File: src/sv/vertex_dedup_pool_unit_defines.svh
// Assertion macros shared by the vertex pool RTL.
`ifndef VERTEX_DEDUP_POOL_UNIT_DEFINES_SVH
`define VERTEX_DEDUP_POOL_UNIT_DEFINES_SVH

`ifndef SYNTHESIS
// Property holds at every clock edge out of reset.
`define VDP_ASSERT_ALWAYS(lbl, clk, rstn, expr) \
    lbl: assert property (@(posedge clk) disable iff (!(rstn)) (expr)) \
        else $error("vertex pool assertion failed");
// Antecedent in one cycle implies consequent in the next.
`define VDP_ASSERT_NEXT(lbl, clk, rstn, ante, cons) \
    lbl: assert property (@(posedge clk) disable iff (!(rstn)) (ante) |=> (cons)) \
        else $error("vertex pool assertion failed");
`else
`define VDP_ASSERT_ALWAYS(lbl, clk, rstn, expr)
`define VDP_ASSERT_NEXT(lbl, clk, rstn, ante, cons)
`endif

`endif

File: src/sv/vdp_pkg.sv
// Types and constants of the vertex dedup pool.
`default_nettype none

package vdp_pkg;

    localparam int POOL_DEPTH_DEF = 64;

    localparam int REQ_W    = 2;
    localparam int WORD_W   = 32;
    localparam int RIDX_W   = 6;
    localparam int STATUS_W = 3;
    localparam int EIDX_W   = 6;
    localparam int ECNT_W   = 7;

    typedef enum logic [REQ_W-1:0] {
        REQ_ADD   = 2'd0,
        REQ_READ  = 2'd1,
        REQ_CLEAR = 2'd2
    } t_req_e;

    typedef enum logic [STATUS_W-1:0] {
        STS_ADDED    = 3'd0,
        STS_FOUND    = 3'd1,
        STS_FULL     = 3'd2,
        STS_READ_OK  = 3'd3,
        STS_READ_OOR = 3'd4,
        STS_CLEARED  = 3'd5
    } t_status_e;

    typedef struct packed {
        logic [WORD_W-1:0] x;
        logic [WORD_W-1:0] y;
        logic [WORD_W-1:0] z;
        logic [WORD_W-1:0] s;
        logic [WORD_W-1:0] t;
    } t_vertex;

    typedef struct packed {
        t_status_e         status;
        logic [EIDX_W-1:0] idx;
        t_vertex           data;
        logic [ECNT_W-1:0] count;
    } t_result;

endpackage

`default_nettype wire

File: src/sv/vdp_match.sv
// Shared five-word compare unit used by the scan.
`default_nettype none

module vdp_match (
    input  wire logic             i_en,
    input  wire vdp_pkg::t_vertex i_key,
    input  wire vdp_pkg::t_vertex i_entry,
    output logic                  o_hit
);

    logic w_pos_eq;
    logic w_tex_eq;

    // exact bit-pattern match, no float semantics
    assign w_pos_eq = (i_key.x == i_entry.x) && (i_key.y == i_entry.y) &&
                      (i_key.z == i_entry.z);
    assign w_tex_eq = (i_key.s == i_entry.s) && (i_key.t == i_entry.t);
    assign o_hit    = i_en && w_pos_eq && w_tex_eq;

endmodule

`default_nettype wire

File: config.mk
export PLATFORM = sky130hd
export DESIGN_NAME = vdp_match
export DESIGN_NICKNAME = d
export VERILOG_FILES = /design/src/sv/vertex_dedup_pool_unit_defines.svh /design/src/sv/vdp_pkg.sv /design/src/sv/vdp_match.sv
export SDC_FILE = /design/constraint.sdc
export NUM_CORES = 1
export LEC_CHECK = 0
export BUFFER_PORTS_ARGS = -buffer_cell sky130_fd_sc_hd__buf_2
export CAP_MARGIN = 25
export CORE_AREA = 2 2 124 126
export DETAILED_ROUTE_END_ITERATION = 10
export DIE_AREA = 0 0 126 128
export GPL_ROUTABILITY_DRIVEN = 0
export PLACE_DENSITY = 0.54
export SLEW_MARGIN = 20
export SYNTH_ARGS = -nofsm -noshare
export SYNTH_HDL_FRONTEND = slang
export SYNTH_SLANG_ARGS = --single-unit
File: constraint.sdc
create_clock -name vclk -period 1.7
set_clock_uncertainty 0.1 [all_clocks]
set_input_delay 0.17 -clock vclk [all_inputs]
set_output_delay 0.17 -clock vclk [all_outputs]
set_load 0.1 [all_outputs]
==> impl.org, run 1 <==
** Worst setup path
- At the worst endpoint, the required time is 1.43 ns.
- STA classifies the critical path startpoint as an input port.
- Of all nets on the critical path, the largest fanout is 1.
- Max stage delay on crit path :: 0.37 ns
- Type of destination of the critical path :: primary output
- Top cell by count, worst path :: sky130_fd_sc_hd__nand4_1
- Cell with the largest stage delay on the worst path :: sky130_fd_sc_hd__nor4_4
- Cells along the critical path :: buf_6, xnor2_4, nand4_1, nor4_1, nand4_1, nor4_4, and3_4, buf_12
- Worst Path Class, Setup :: in2out
- Count of buffering cells on the critical path with inverters included :: 2
- Data on the critical path arrives at its endpoint at 1.86 ns.
- The cell family contributing the most delay on the critical path is simple AND/OR/NAND/NOR gates.

** Timing
- Timing would allow up to 469.2 MHz.
- For the pin with the worst max-slew slack, the measured transition is 0.4344 ns.
- Counting I/O delays and the setup requirement, the final critical path takes 2.131 ns.
- Setup total negative slack on the finished layout was measured at -0.4312 ns.
- Setup violations remaining at the end of the flow were counted as 1.
- Unrepaired setup endpoints after global routing :: true
- Hold violation total from the final report :: 0
- Pins Over Slew Limit :: 0
- Worst slew slack as a fraction of its limit :: 0.7104
- Once routing completed, OpenROAD measured the worst setup slack at -0.4312 ns.
- Share of the cycle needed by the critical path after routing :: 1.254

** Routing
- Drt first-iter violations :: 94
- Mean routed wirelength per cell :: 16.60 um
- First-pass iteration count of the detailed router :: 7
- Total wire length after detailed routing :: 14240 um
- Average vias per placed instance :: 4.204
- For this run, design rule violations remaining after detail routing come to 0.
- Number of nets with antenna violations after detailed routing :: 0
- The final route contains 3607 vias.

** Cells and area
- Non-filler cells, final :: 858
- In the final layout, the share of cells above drive strength 1 is 0.6119.
- Summed area of non-filler cells in the final layout :: 4508 sq um
- Leaving out fill and tap cells, the most frequent cell in the layout is sky130_fd_sc_hd__buf_2.
- Most frequent cells in the layout :: 316 x sky130_fd_sc_hd__buf_2, 64 x sky130_fd_sc_hd__inv_1, 50 x sky130_fd_sc_hd__xor2_1
- The number of antenna diodes in the final layout is 0.
- Summing all multi-input logic gate instances after layout gives 1981 sq um.
- Fin util :: 0.3033
- Clock Buffer Count :: 0
- Number of nets in the layout :: 993
- Area Growth Syn to Fin :: 122.7%
- Final sequential cell count :: 0
- In the final layout, flip-flops and latches occupy 0 sq um.
- The layout has 1707 filler cells.

** Status
- Violated checks :: setup timing
- The flow ran to the end, but the final reports show violations.

** Synthesis
- Fraction of the yosys area taken by sequential cells :: 0
- The largest total area in the synthesized netlist belongs to sky130_fd_sc_hd__xor2_1.
- Synthesis produced a netlist with a net count of 620.
- The Yosys step of the flow raised 0 warnings.
- Of the post-synthesis cell area, the dominant cell type holds 0.2163.
- After synthesis the cells add up to 2024 sq um.
- Dividing the synthesized area by the synthesized cell count gives 6.771 sq um.
- Instance count of the mapped netlist :: 299
- After synthesis, the cell types taking the most area are sky130_fd_sc_hd__xor2_1 22%, sky130_fd_sc_hd__xnor2_1 14%, sky130_fd_sc_hd__inv_1 13%.
- The number of different library cells used by synthesis comes to 29.

** Die
- Die W :: 126 um
- The total area inside the core boundary comes to 14860 sq um.
- The die covers 16130 sq um.
- Total number of placement rows :: 45
- IO Count :: 322
- Measured along the y axis, the die boundary spans 128 um.
- The initial utilization of the core area, before any placement, comes to 0.1362.

** GRT
- Global routing finished with a remaining overflow of 0.
- Total GRT Usage :: 0.1577
- Entering global routing, the biggest net connects 3 pins.
- Wire length of the first global-routing pass :: 19280 um
- The number of global-route vias before repair is 3609.
- The number of antenna violations at the first check in global routing was 0.

** Placed design
- Half-perimeter wire length after placement :: 13490 um
- In this run the tool buffered the top-level ports with 322 buffer cells.
- Once placement finished, the instance area stood at 4267 sq um.
- Post-Place Cells :: 859

** Min path
- Hold Path Cell Cnt :: 6
- Worst Hold End :: o_hit
- Hold/Removal Path Class :: in2out
- Launch instance of the worst min-delay path :: i_key[89]

** Pwr
- The design draws 0.001028 W.
- In this run the static leakage power is 2.487 nW.
- IR analysis of the VDD net gives a maximum drop of 80.66 uV.
- Power density over the cells :: 228.1 nW/um^2

** Run
- Max cap viols :: 0

** Clock tree
- Number of buffers added to fix hold violations after cts :: 0
Yosys cell counts (all sizes together) (2+ instances only):
master   instances
nor2b           10
a22o             4
a2111oi          3
xnor2           33
o2111ai          6
a2111o           2
o22ai           23
nor4            21
a22oi            5
a221oi          11
and3             2
xor2            50
nand4           17
nand2b          18
inv             71
o2bb2ai         11
nor3             5
report_power, final:
part | internal [W] | total (W) | leakage, nW | switching, W
Sequential | 0 | 0 | 0 | 0
Combinational | 0.000577 | 0.00103 | 2.49 | 0.000452
Clock | 0 | 0 | 0 | 0
Total | 0.000577 | 0.00103 | 2.49 | 0.000452
metal layers:
layer / up-vias / GRT usage / part of all wire
met5: - / 0 / 0
met4: 0 / 0.009050 / 0.0040
met3: 6 / 0.03088 / 0.081
met2: 202 / 0.3188 / 0.53
met1: 1581 / 0.1768 / 0.39
li1: 1818 / - / -
worst min-delay path: cells and delay by family:
kind	cells	cell delay, ns
buf+inv	2	0.25
compound gates	1	0.07
simple gates	3	0.33
per-stage QoR:
step                worst slack [ns]  hold WS (ns)
floorplan                    -0.1169        0.6411
global placement             -0.7784        0.9031
detailed placement           -0.8017        0.9038
CTS                          -0.4689        0.9054
global route                 -0.4813        0.9453
finish                       -0.4312        0.8994
cells by family after synthesis:
logic type,share of synthesized area
xor+xnor,0.3591
compound gates,0.2670
simple gates,0.2423
buf+inv,0.1316
what timing repair did:
item | in CTS | in global routing
setup endpoints to repair | 1 | 1
gates resized for setup | 13 | 29
pin swaps | 7 | 17
buffers inserted | 0 | 0
worst max-delay path by stage:
stage	from	to	slack [ns]	depth (start not counted)
after floorplan	i_key[69]	o_hit	-0.12	6
after global placement	i_entry[85]	o_hit	-0.78	10
after detailed placement	i_entry[85]	o_hit	-0.80	10
after CTS	i_entry[130]	o_hit	-0.47	9
after global routing	i_key[87]	o_hit	-0.48	8
final	i_key[120]	o_hit	-0.43	8
final cells by class:
type               count  area share
repair buffers       371      0.4493
inverters             71     0.05912
well taps            188     0.05218
multi-input cells    228      0.4394
Power figures use the tool's default switching activity.
==> run 2: changes to the inputs <==
--- a/config.mk
+++ b/config.mk
@@ -5,14 +5,13 @@
 export SDC_FILE = /design/constraint.sdc
 export NUM_CORES = 1
 export LEC_CHECK = 0
-export BUFFER_PORTS_ARGS = -buffer_cell sky130_fd_sc_hd__buf_2
+export BUFFER_PORTS_ARGS = -buffer_cell sky130_fd_sc_hd__buf_4
 export CAP_MARGIN = 25
 export CORE_AREA = 2 2 124 126
 export DETAILED_ROUTE_END_ITERATION = 10
 export DIE_AREA = 0 0 126 128
 export GPL_ROUTABILITY_DRIVEN = 0
 export PLACE_DENSITY = 0.54
-export SLEW_MARGIN = 20
 export SYNTH_ARGS = -nofsm -noshare
 export SYNTH_HDL_FRONTEND = slang
 export SYNTH_SLANG_ARGS = --single-unit
==> run 2 against run 1 <==
The flow still finishes with violations (setup timing); total power up 14%; die area unchanged; setup slack worse by 0.050 ns; global-route usage grew 1.0 points; critical path type unchanged; non-clock buffer count down 6; critical path depth unchanged; largest cell class unchanged.
==> impl.org, run 2 (synthesized netlist as in run 1, its figures left out) <==
** Status
- Result of the run :: finished with violations
- The final reports fail on setup timing.

** GRT
- Wire length of the first global-routing pass :: 20700 um
- met2 is the most crowded layer.
- Across every metal layer, demand over resource in global routing totals 0.1680.
- For this run, global-route usage on met2 was measured as 0.3365.
- Initial antenna violation count :: 0
- Met3 global-route usage :: 0.03381
- Entering global routing, the biggest net connects 3 pins.
- For this run the aggregate overflow at the end of global routing stands at 0.
- For this run, global-route usage on met1 was measured as 0.1923.
- Via count of the first global-routing pass :: 3840

** Die
- The die covers 16130 sq um.
- For this configuration, the core starts out at a cell density of 0.1362.
- The floorplan step defined a core boundary enclosing 14860 sq um.
- From left edge to right edge, the die measures 126 um.
- In this run the core area contains 45 standard-cell rows.
- Height of the die :: 128 um
- Pin placement for this block handled 322 I/O pins.

** Cells and area
- Share of layout cells above drive strength 1 :: 0.5798
- Most frequent cells in the layout :: 363 x sky130_fd_sc_hd__buf_4, 66 x sky130_fd_sc_hd__inv_1, 50 x sky130_fd_sc_hd__xor2_1
- Ant. Diodes :: 0
- The layout has 0 clock buffers.
- Filler instances :: 1662
- Compared with the post-synthesis result, the final layout area differs by 152.2%.
- Final sequential cell count :: 0
- At the end of the flow, the number of nets in the layout was 987.
- In the final layout, flip-flops and latches occupy 0 sq um.
- Most common library cell in the layout ignoring fill and taps :: sky130_fd_sc_hd__buf_4

** Timing
- Fin Setup TNS :: -0.4816 ns
- Hold WS :: 0.8933 ns
- Setup repair after global routing could not meet its margin everywhere.
- Worst setup slack after layout :: -0.4816 ns
- The smallest clock period supported by the final layout is computed as 2.182 ns.
- The worst pin sits at a relative slew slack of 0.7320.
- Pins Over Slew Limit :: 0
- Fmax :: 458.4 MHz
- Hold violation total from the final report :: 0
- At the pin with the least slew margin, the transition time is 0.4020 ns.
- Final setup viols :: 1
- Share of the cycle needed by the critical path after routing :: 1.283

** Run
- The tool flagged a number of max-cap violations equal to 0.

** Routing
- The detail route stage leaves a number of antenna-violating nets equal to 0.
- Drt first-iter violations :: 72
- Total wire length after detailed routing :: 14700 um
- Across all layers, the routed design uses 3620 vias.
- First-pass iteration count of the detailed router :: 4
- Mean routed wirelength per cell :: 17.25 um
- Detailed-route DRC error count :: 0
- Average vias per placed instance :: 4.249

** Pwr
- Leakage power total :: 2.667 nW
- The completed layout was analyzed and its total power is 0.001171 W.
- Peak supply drop :: 85.90 uV
- Dividing total power by cell area gives a power density of 229.5 nW/um^2.

** Placed design
- OpenSTA, run right after detailed placement, puts the worst setup slack at -0.8465 ns.
- The count of buffers added on input and output ports is 322.
- After legalization and detailed placement, the total HPWL measured 13930 um.

** Worst setup path
- Of all nets on the critical path, the largest fanout is 1.
- Data arrival time of the critical path :: 1.91 ns
- Worst Path Class, Setup :: in2out
- STA classifies the critical path startpoint as an input port.
- At the worst endpoint, the required time is 1.43 ns.
- STA classifies the critical path endpoint as a primary output.

** Min path
- Hold/Removal Path Class :: in2out
[run 2: changes by cell type in the layout (fill, tap and decap cells not counted), sizes merged]
| cell | delta |
|---|---|
| buf | -6 |
[run 2: critical path, cell delays in order]
cell	delay (ns)
sky130_fd_sc_hd__buf_4	0.11
sky130_fd_sc_hd__xor2_1	0.16
sky130_fd_sc_hd__nor4_2	0.33
sky130_fd_sc_hd__buf_4	0.17
sky130_fd_sc_hd__nand4_1	0.17
sky130_fd_sc_hd__nor4_4	0.37
sky130_fd_sc_hd__and3_4	0.25
sky130_fd_sc_hd__buf_12	0.17
[run 2: per-stage QoR]
stage          cells  utilization  instance area (sq um)
2_1_floorplan    299            -                   2029
3_3_place_gp     852       0.3367                   5005
3_5_place_dp     852       0.3367                   5005
4_1_cts          852       0.3416                   5077
5_1_grt          852       0.3434                   5105
6_report         852       0.3434                   5105
[run 2: metal layers]
metal	wire, um	part of all wire
met1	5641	0.38
met2	7824	0.53
met3	1199	0.082
met4	35	0.0024
met5	0	0
[run 2: layout make-up]
type / count / area (sq um) / area share
well taps: 188 / 235.2 / 0.04608
repair buffers: 365 / 2756 / 0.5399
inverters: 71 / 266.5 / 0.05221
multi-input cells: 228 / 1847 / 0.3618
[run 2: repair_timing]
item	in CTS	in global routing
endpoints found under the setup margin	1	1
resized for setup	16	4
pin swaps	6	3
hold buffers	0	0
setup buffers	0	0
[run 2: power by group]
part	internal [W]	total, W	leakage (nW)	switching [W]
clock network	0	0	0	0
registers	0	0	0	0
logic	0.000745	0.00117	2.67	0.000426
total	0.000745	0.00117	2.67	0.000426
[run 2: worst paths after layout]
kind                     from    end  slack [ns]  cells past startpoint
setup / recovery  i_entry[32]  o_hit       -0.48                      8
hold / removal    i_entry[55]  o_hit        0.89                      6
